===== config.mk =====
export PLATFORM = sky130hd
export DESIGN_NAME = running_block_mean_error
export DESIGN_NICKNAME = d
export VERILOG_FILES = /design/src/rbme_pkg.sv /design/src/rbme_div.sv /design/src/rbme_sqrt.sv /design/src/running_block_mean_error.sv
export SDC_FILE = /design/constraint.sdc
export NUM_CORES = 2
export LEC_CHECK = 0
export BUFFER_PORTS_ARGS = -buffer_cell sky130_fd_sc_hd__buf_4
export CAP_MARGIN = 40
export CORE_AREA = 2 2 424 426
export DETAILED_ROUTE_END_ITERATION = 8
export DIE_AREA = 0 0 426 428
export PLACE_DENSITY_LB_ADDON = 0.15
export SLEW_MARGIN = 15
export SYNTH_ARGS = -nofsm -noshare
export SYNTH_HDL_FRONTEND = slang
export SYNTH_SLANG_ARGS = --single-unit

===== constraint.sdc =====
create_clock -name clk -period 39.4 [get_ports clk]
set_clock_uncertainty 0.15 [all_clocks]
set_input_delay 1.97 -clock clk [delete_from_list [all_inputs] [get_ports clk]]
set_output_delay 1.97 -clock clk [all_outputs]
set_load 0.1 [all_outputs]

===== src/rbme_pkg.sv =====
`timescale 1ns / 1ps
`default_nettype none
package rbme_pkg;

  typedef struct packed {
    logic signed [31:0] value;
    logic [62:0]        value_squared;
    logic               restart;
  } in_item_t;

  typedef struct packed {
    logic signed [31:0] running_mean;
    logic [31:0]        running_error;
    logic [15:0]        item_index;
    logic               error_valid;
    logic               saturated;
  } out_item_t;

  // Divider request, and status from the divider and square-root units
  typedef struct packed {
    logic start;
  } div_ctl_t;

  typedef struct packed {
    logic busy;
    logic done;
  } unit_sts_t;

  localparam int unsigned DivW = 64;

endpackage
`default_nettype wire


===== src/rbme_div.sv =====
`timescale 1ns / 1ps
`default_nettype none
// Restoring unsigned divider, one quotient bit per cycle
module rbme_div (
  input  wire logic                  clk,
  input  wire logic                  rst_n,
  input  wire rbme_pkg::div_ctl_t    ctl,
  input  wire logic [63:0]           dividend,
  input  wire logic [16:0]           divisor,
  output      rbme_pkg::unit_sts_t   sts,
  output      logic [63:0]           quotient
);
  import rbme_pkg::*;

  logic [63:0] q_r, q_nxt;
  logic [17:0] rem_r, rem_nxt;
  logic [16:0] dvs_r, dvs_nxt;
  logic [6:0]  cnt_r, cnt_nxt;
  logic        busy_r, busy_nxt;
  logic        done_r, done_nxt;
  logic [17:0] trial;
  logic [17:0] shifted;

  assign shifted = {rem_r[16:0], q_r[63]};
  assign trial   = shifted - {1'b0, dvs_r};

  // Shift one dividend bit in, subtract where it fits
  always_comb begin
    q_nxt    = q_r;
    rem_nxt  = rem_r;
    dvs_nxt  = dvs_r;
    cnt_nxt  = cnt_r;
    busy_nxt = busy_r;
    done_nxt = 1'b0;
    if (ctl.start) begin
      q_nxt    = dividend;
      rem_nxt  = '0;
      dvs_nxt  = divisor;
      cnt_nxt  = 7'(DivW);
      busy_nxt = 1'b1;
    end else if (busy_r) begin
      if (!trial[17]) begin
        rem_nxt = trial;
        q_nxt   = {q_r[62:0], 1'b1};
      end else begin
        rem_nxt = shifted;
        q_nxt   = {q_r[62:0], 1'b0};
      end
      cnt_nxt = cnt_r - 7'd1;
      if (cnt_r == 7'd1) begin
        busy_nxt = 1'b0;
        done_nxt = 1'b1;
      end
    end
  end

  always_ff @(posedge clk) begin
    q_r   <= q_nxt;
    rem_r <= rem_nxt;
    dvs_r <= dvs_nxt;
    if (!rst_n) begin
      cnt_r  <= '0;
      busy_r <= 1'b0;
      done_r <= 1'b0;
    end else begin
      cnt_r  <= cnt_nxt;
      busy_r <= busy_nxt;
      done_r <= done_nxt;
    end
  end

  assign sts.busy = busy_r;
  assign sts.done = done_r;
  assign quotient = q_r;
endmodule
`default_nettype wire


===== src/rbme_sqrt.sv =====
`timescale 1ns / 1ps
`default_nettype none
// Bit-pair integer square root, two radicand bits per cycle
module rbme_sqrt (
  input  wire logic                  clk,
  input  wire logic                  rst_n,
  input  wire logic                  start,
  input  wire logic [63:0]           radicand,
  output      rbme_pkg::unit_sts_t   sts,
  output      logic [31:0]           root
);
  import rbme_pkg::*;

  logic [63:0] x_r, x_nxt;
  logic [33:0] rem_r, rem_nxt;
  logic [31:0] root_r, root_nxt;
  logic [5:0]  cnt_r, cnt_nxt;
  logic        busy_r, busy_nxt;
  logic        done_r, done_nxt;
  logic [33:0] acc;
  logic [33:0] trial;

  assign acc   = {rem_r[31:0], x_r[63:62]};
  assign trial = acc - {root_r, 2'b01};

  // Bring down two bits, try the next root bit
  always_comb begin
    x_nxt    = x_r;
    rem_nxt  = rem_r;
    root_nxt = root_r;
    cnt_nxt  = cnt_r;
    busy_nxt = busy_r;
    done_nxt = 1'b0;
    if (start) begin
      x_nxt    = radicand;
      rem_nxt  = '0;
      root_nxt = '0;
      cnt_nxt  = 6'd32;
      busy_nxt = 1'b1;
    end else if (busy_r) begin
      x_nxt = {x_r[61:0], 2'b00};
      if (!trial[33]) begin
        rem_nxt  = trial;
        root_nxt = {root_r[30:0], 1'b1};
      end else begin
        rem_nxt  = acc;
        root_nxt = {root_r[30:0], 1'b0};
      end
      cnt_nxt = cnt_r - 6'd1;
      if (cnt_r == 6'd1) begin
        busy_nxt = 1'b0;
        done_nxt = 1'b1;
      end
    end
  end

  always_ff @(posedge clk) begin
    x_r    <= x_nxt;
    rem_r  <= rem_nxt;
    root_r <= root_nxt;
    if (!rst_n) begin
      cnt_r  <= '0;
      busy_r <= 1'b0;
      done_r <= 1'b0;
    end else begin
      cnt_r  <= cnt_nxt;
      busy_r <= busy_nxt;
      done_r <= done_nxt;
    end
  end

  assign sts.busy = busy_r;
  assign sts.done = done_r;
  assign root     = root_r;
endmodule
`default_nettype wire


===== src/running_block_mean_error.sv =====
// Running block mean and standard error.
// Input channel in_valid/in_stall/in_data carries one block result per
// request: value (Q16.16), value_squared (Q31.32) and restart. Output
// channel out_valid/out_stall/out_data returns one request per input with
// the progressive mean, standard error, item index and flags.
// One item is worked at a time. Each item is added, then its mean is
// found by a serial division (one quotient bit a cycle) on a shared
// divider; from the second item of a run, two more divisions on it and
// a square root (two radicand bits a cycle) give the standard error.
// in_stall stays high from acceptance until the result is taken, so a
// new item is accepted only after the result of the last has left.
// A stalled result holds in the output register; no new item is taken
// until it has left. Reset clears the sums, the count and the sticky
// saturation flag and drops any item in flight. The restart bit clears
// the same state before its item is added. After MAX_ITEMS items the
// count holds, items are not added, and saturated is raised.
`timescale 1ns / 1ps
`default_nettype none
module running_block_mean_error #(
  parameter int unsigned MAX_ITEMS = 65536
) (
  input  wire logic                  clk,
  input  wire logic                  rst_n,
  input  wire logic                  in_valid,
  output      logic                  in_stall,
  input  wire rbme_pkg::in_item_t    in_data,
  output      logic                  out_valid,
  input  wire logic                  out_stall,
  output      rbme_pkg::out_item_t   out_data
);
  import rbme_pkg::*;

  localparam logic [3:0] S_IDLE  = 4'd0;
  localparam logic [3:0] S_ADD   = 4'd1;
  localparam logic [3:0] S_MDIV  = 4'd2;
  localparam logic [3:0] S_MWAIT = 4'd3;
  localparam logic [3:0] S_SDIV  = 4'd4;
  localparam logic [3:0] S_SWAIT = 4'd5;
  localparam logic [3:0] S_MSQ   = 4'd6;
  localparam logic [3:0] S_VDIV  = 4'd7;
  localparam logic [3:0] S_VWAIT = 4'd8;
  localparam logic [3:0] S_RT    = 4'd9;
  localparam logic [3:0] S_RWAIT = 4'd10;
  localparam logic [3:0] S_OUT   = 4'd11;

  localparam logic signed [47:0] TotMax = {1'b0, {47{1'b1}}};
  localparam logic signed [47:0] TotMin = {1'b1, {47{1'b0}}};
  localparam logic [16:0] MaxCnt = 17'(MAX_ITEMS);

  logic [3:0]         st_r, st_nxt;
  logic signed [47:0] vtot_r, vtot_nxt;
  logic [63:0]        stot_r, stot_nxt;
  logic [16:0]        cnt_r, cnt_nxt;
  logic               lim_r, lim_nxt;
  in_item_t           item_r;
  logic               neg_r, neg_nxt;
  logic signed [31:0] mean_r, mean_nxt;
  logic [63:0]        tmp_r, tmp_nxt;
  logic [31:0]        err_r, err_nxt;
  logic               ov_r;
  out_item_t          out_r;
  logic               ov_nxt;

  logic [63:0]        div_a;
  logic [16:0]        div_b;
  div_ctl_t           div_ctl;
  unit_sts_t          div_sts;
  logic [63:0]        div_q;
  logic               rt_start;
  unit_sts_t          rt_sts;
  logic [31:0]        rt_q;

  logic signed [47:0] bv_tot;
  logic [63:0]        bs_tot;
  logic [16:0]        b_cnt;
  logic               b_lim;
  logic signed [48:0] t_sum;
  logic [64:0]        s_sum;
  logic [47:0]        abs_tot;
  logic [31:0]        abs_mean;
  logic [63:0]        msq;
  logic               accept;

  rbme_div u_div (
    .clk      (clk),
    .rst_n    (rst_n),
    .ctl      (div_ctl),
    .dividend (div_a),
    .divisor  (div_b),
    .sts      (div_sts),
    .quotient (div_q)
  );

  rbme_sqrt u_sqrt (
    .clk      (clk),
    .rst_n    (rst_n),
    .start    (rt_start),
    .radicand (tmp_r),
    .sts      (rt_sts),
    .root     (rt_q)
  );

  assign accept   = in_valid && !in_stall;
  assign in_stall = (st_r != S_IDLE) || ov_r;
  assign abs_tot  = vtot_r[47] ? 48'(-vtot_r) : vtot_r;
  assign abs_mean = mean_r[31] ? 32'(-mean_r) : mean_r;
  assign msq      = {32'd0, abs_mean} * {32'd0, abs_mean};

  // Apply restart ahead of the add
  always_comb begin
    bv_tot = vtot_r;
    bs_tot = stot_r;
    b_cnt  = cnt_r;
    b_lim  = lim_r;
    if (item_r.restart) begin
      bv_tot = '0;
      bs_tot = '0;
      b_cnt  = '0;
      b_lim  = 1'b0;
    end
    t_sum = 49'(bv_tot) + 49'(item_r.value);
    s_sum = {1'b0, bs_tot} + {2'b00, item_r.value_squared};
  end

  // Sequence the add, the mean division and, from the second item, two more divisions and the root
  always_comb begin
    st_nxt   = st_r;
    vtot_nxt = vtot_r;
    stot_nxt = stot_r;
    cnt_nxt  = cnt_r;
    lim_nxt  = lim_r;
    neg_nxt  = neg_r;
    mean_nxt = mean_r;
    tmp_nxt  = tmp_r;
    err_nxt  = err_r;
    div_ctl  = '0;
    div_a    = '0;
    div_b    = cnt_r;
    rt_start = 1'b0;
    unique case (st_r)
      S_IDLE: begin
        if (accept) st_nxt = S_ADD;
      end
      S_ADD: begin
        vtot_nxt = bv_tot;
        stot_nxt = bs_tot;
        cnt_nxt  = b_cnt;
        lim_nxt  = b_lim;
        if (b_cnt >= MaxCnt) begin
          lim_nxt = 1'b1;
        end else begin
          cnt_nxt = b_cnt + 17'd1;
          if (t_sum > 49'(TotMax)) begin
            vtot_nxt = TotMax;
            lim_nxt  = 1'b1;
          end else if (t_sum < 49'(TotMin)) begin
            vtot_nxt = TotMin;
            lim_nxt  = 1'b1;
          end else begin
            vtot_nxt = t_sum[47:0];
          end
          if (s_sum[64]) begin
            stot_nxt = '1;
            lim_nxt  = 1'b1;
          end else begin
            stot_nxt = s_sum[63:0];
          end
        end
        st_nxt = S_MDIV;
      end
      S_MDIV: begin
        neg_nxt     = vtot_r[47];
        div_a       = {16'd0, abs_tot};
        div_ctl.start = 1'b1;
        st_nxt      = S_MWAIT;
      end
      S_MWAIT: begin
        if (div_sts.done) begin
          // Clamp the truncated quotient to the signed range
          if (neg_r) begin
            if (div_q > 64'h8000_0000) mean_nxt = 32'sh8000_0000;
            else mean_nxt = 32'(-div_q);
          end else begin
            if (div_q > 64'h7FFF_FFFF) mean_nxt = 32'sh7FFF_FFFF;
            else mean_nxt = div_q[31:0];
          end
          err_nxt = '0;
          if (cnt_r >= 17'd2) st_nxt = S_SDIV;
          else st_nxt = S_OUT;
        end
      end
      S_SDIV: begin
        div_a         = stot_r;
        div_ctl.start = 1'b1;
        st_nxt        = S_SWAIT;
      end
      S_SWAIT: begin
        if (div_sts.done) begin
          tmp_nxt = div_q;
          st_nxt  = S_MSQ;
        end
      end
      S_MSQ: begin
        tmp_nxt = (tmp_r > msq) ? (tmp_r - msq) : 64'd0;
        st_nxt  = S_VDIV;
      end
      S_VDIV: begin
        div_a         = tmp_r;
        div_b         = cnt_r - 17'd1;
        div_ctl.start = 1'b1;
        st_nxt        = S_VWAIT;
      end
      S_VWAIT: begin
        if (div_sts.done) begin
          tmp_nxt = div_q;
          st_nxt  = S_RT;
        end
      end
      S_RT: begin
        rt_start = 1'b1;
        st_nxt   = S_RWAIT;
      end
      S_RWAIT: begin
        if (rt_sts.done) begin
          err_nxt = rt_q;
          st_nxt  = S_OUT;
        end
      end
      S_OUT: begin
        st_nxt = S_IDLE;
      end
      default: st_nxt = S_IDLE;
    endcase
  end

  // Output register: load on finish, drop once taken
  always_comb begin
    ov_nxt = ov_r;
    if (ov_r && !out_stall) ov_nxt = 1'b0;
    if (st_r == S_OUT) ov_nxt = 1'b1;
  end

  always_ff @(posedge clk) begin
    neg_r  <= neg_nxt;
    mean_r <= mean_nxt;
    tmp_r  <= tmp_nxt;
    err_r  <= err_nxt;
    if (accept) item_r <= in_data;
    if (st_r == S_OUT) begin
      out_r.running_mean  <= mean_r;
      out_r.running_error <= err_r;
      out_r.item_index    <= 16'(cnt_r - 17'd1);
      out_r.error_valid   <= (cnt_r >= 17'd2);
      out_r.saturated     <= lim_r;
    end
    if (!rst_n) begin
      st_r   <= S_IDLE;
      vtot_r <= '0;
      stot_r <= '0;
      cnt_r  <= '0;
      lim_r  <= 1'b0;
      ov_r   <= 1'b0;
    end else begin
      st_r   <= st_nxt;
      vtot_r <= vtot_nxt;
      stot_r <= stot_nxt;
      cnt_r  <= cnt_nxt;
      lim_r  <= lim_nxt;
      ov_r   <= ov_nxt;
    end
  end

  assign out_valid = ov_r;
  assign out_data  = out_r;
endmodule
`default_nettype wire


==> results.py <==
metrics = {
    "grt": {
        "met2_usage": 0.378,
        "grt_use_met3": 0.0343,
        "overflow": 0,
        "grt.busiest_layer": "met2",
        "gr-usage-all-layers": 0.244,
        "antenna_found_initial": 3,
        "grt_pass1_wl_mm": 342,
        "use_met1": 0.349,
        "grt_pass1_vias": 55800,
        "grt_max_degree": 95,
    },
    "critical_path": {
        "end_kind": "register",
        "crit_top_cell": "fa_1",
        "path_class": "reg -> reg",
        "critPathBufInv": 7,
        "cp-startpoint": "mean_r[7]",
        "crit_slowest_cell": "o211a_4",
        "cp.required_ps": 39800,
        "cpPeakStageDelay_ps": 730,
        "timing.rr.start": "mean_r[7]",
        "path_delay_family": "adder cells",
        "cp-start-kind": "register",
        "crit_fanout": 64,
        "crit_arrival_ps": 15640,
    },
    "synthesis": {
        "synth-edff-count": 452,
        "ys_warn_count": 0,
        "yosysMostFrequentCell": "inv_1",
        "synth_cells": 7662,
        "yosys-top-cells-area": "fa_1, edfxtp_1, ha_1",
        "seq_area_frac_synth": 0.258,
        "syn_avg_cell_area_um2": 9.22,
        "ys_types": 92,
        "syn_area_um2": 70700,
        "synth_top_area_frac": 0.229,
        "ys_ff_latch": 685,
        "synth_commonest_cells": "inv_1, fa_1, nand2_1, nor2_1, ha_1",
        "netlist.top_cell.by_area": "fa_1",
        "async_flop_share": 0,
        "ys.flop_type": "edfxtp_1",
    },
    "finish": {
        "final_layout_size_suffix_gt1_frac": 0.0666,
        "nNetsFinal": 9133,
        "fill_cells": 17500,
        "finalNonFillerCells": 10100,
        "syn2layout_area_growth_pct": 10.5,
        "final_util": 0.440,
    },
    "placement": {
        "dp_hpwl_mm": 174,
        "port_buffers": 183,
        "gp_congestion": 0.938,
        "dp.cells": 9969,
    },
    "clocking": {
        "insertion_delay_ps": 740,
        "hold_buffers": 0,
        "htreeDepth": 3,
        "cts_buffers": 87,
        "post-cts-setup-buffer-count": 0,
        "clk_path_buf_depth": 3,
        "path_clk_slew_ps": 60,
        "cts_sinks": 685,
        "tritoncts": "built",
        "clockRootBuffer": "clkbuf_16",
        "ctsResizeCount": 0,
    },
    "flow_run": {
        "maxCapViolCount": 0,
    },
    "sta": {
        "slew_headroom": 0.392,
        "fin_tns_setup_ps": 0,
        "timing.final.hold_violations": 0,
        "hold_ws_ps": 261,
        "setup_viol_count_final": 0,
        "finalCritPeriodShare": 0.387,
        "rsz0062_at_grt": "no",
        "fmax_mhz": 65.6,
        "slew_violations": 0,
        "period_minus_slack_ps": 15240,
        "tightest_slew_ps": 900,
    },
    "run_status": {
        "status": "complete, no violations",
    },
    "route": {
        "totalWireLength_mm": 221,
        "drtPass1Iterations": 9,
        "drt_iter0_drc": 4451,
        "ant_nets": 0,
        "wl_per_cell_um": 21.8,
        "drc": 0,
        "route.vias.total": 55000,
        "avgViaCountPerCell": 5.43,
    },
    "floorplanning": {
        "core_um2": 178000,
        "io_pins": 184,
        "start_util": 0.398,
        "die_h_um": 428,
        "die_w_um": 426,
        "die-area_um2": 182000,
        "rows": 155,
    },
    "hold_path": {
        "hold_class": "reg -> reg",
        "hold_start": "err_r[0]",
    },
    "pwr": {
        "peakVddDrop_mv": 0.0483,
        "leakage_uw": 0.0357,
        "cellPowerDensity_nw_per_um2": 57.2,
    },
}
[worst paths after layout]
check	slack (ps)	end	depth (start not counted)
setup / recovery	24160	tmp_r[38]	45
hold / removal	260	out_data[18]	0
setup reg to reg	24160	tmp_r[38]	45
hold reg to reg	260	out_data[18]	0
[power by group]
group,internal (uW),leakage (uW),switching (uW)
clock,520,0.00149,347
combinational,933,0.0280,1480
sequential,980,0.00612,206
[layout by cell type (no fill, tap or decap), types with 56 or more instances in the layout]
master,count
ha_1,519
mux2i_1,56
nand2b_1,62
xor2_1,162
fa_1,807
a31oi_1,82
nand2_1,691
nor2b_1,149
nor2_1,553
and2_1,61
dfxtp_1,232
a222oi_1,63
nand3_1,80
clkbuf_16,89
xnor2_1,231
a22o_1,64
buf_4,283
edfxtp_1,452
a21oi_1,490
o21ai_0,418
nor3_1,72
a21o_1,188
inv_1,1176
[flip-flops by register name (all words and copies together), names as in the netlist, 6 cells and up]
register / cells
item_r: 96
mean_r: 32
err_r: 32
u_sqrt.cnt_r: 6
out_data: 82
cnt_r: 17
vtot_r: 48
stot_r: 64
u_sqrt.rem_r: 32
u_sqrt.x_r: 64
u_div.cnt_r: 7
u_div.dvs_r: 17
u_div.rem_r: 17
u_div.quotient: 64
tmp_r: 64
u_sqrt.root: 32
[worst reg2reg max path: cells and delay by family, from the launching register on]
family                     cells  cell delay [ps]
xor gates and xnor gates       2              260
DFF                            1              500
and+or+nand+nor               12             4340
buffers and inverters          7             1370
AOI/OAI and AO/OA             14             4020
adders and majority gates     10             4430
[through the flow]
stage | area, um^2 | power (uW) | setup slack [ps]
6_report | 78100 | 4470 | 24160
5_1_grt | 78100 | 4790 | 23580
4_1_cts | 78000 | 4470 | 24380
3_5_place_dp | 74900 | 3570 | 24480
3_3_place_gp | 74600 | 3550 | 24610
2_1_floorplan | 70800 | 2850 | 26460
[area by class of cell]
class / instances / area, um^2 / area share
well taps: 2355 / 2950 / 0.0377
multi-input cells: 5441 / 46900 / 0.600
inverters: 1191 / 4470 / 0.0572
clock inverters: 54 / 751 / 0.00961
clock buffers: 110 / 2360 / 0.0302
repair buffers: 301 / 2460 / 0.0314
flip-flops and latches: 685 / 18200 / 0.234
diodes: 1 / 2.50 / 0.0000320
[per-layer routing]
| metal | routed length [um] | part of all wire | vias up |
|---|---|---|---|
| met4 | 7220 | 0.033 | 0 |
| li1 | - | - | 25800 |
| met5 | 0 | 0 | - |
| met1 | 100000 | 0.45 | 27300 |
| met2 | 99900 | 0.45 | 1664 |
| met3 | 13700 | 0.062 | 287 |
[cells by family after synthesis]
group,synth area share
other cells,0.000106
xor+xnor,0.0508
fa+ha+maj,0.320
buf+inv,0.0832
flops,0.258
compound gates,0.154
mux,0.00825
simple gates,0.125
(Power assumes the default switching activity.)
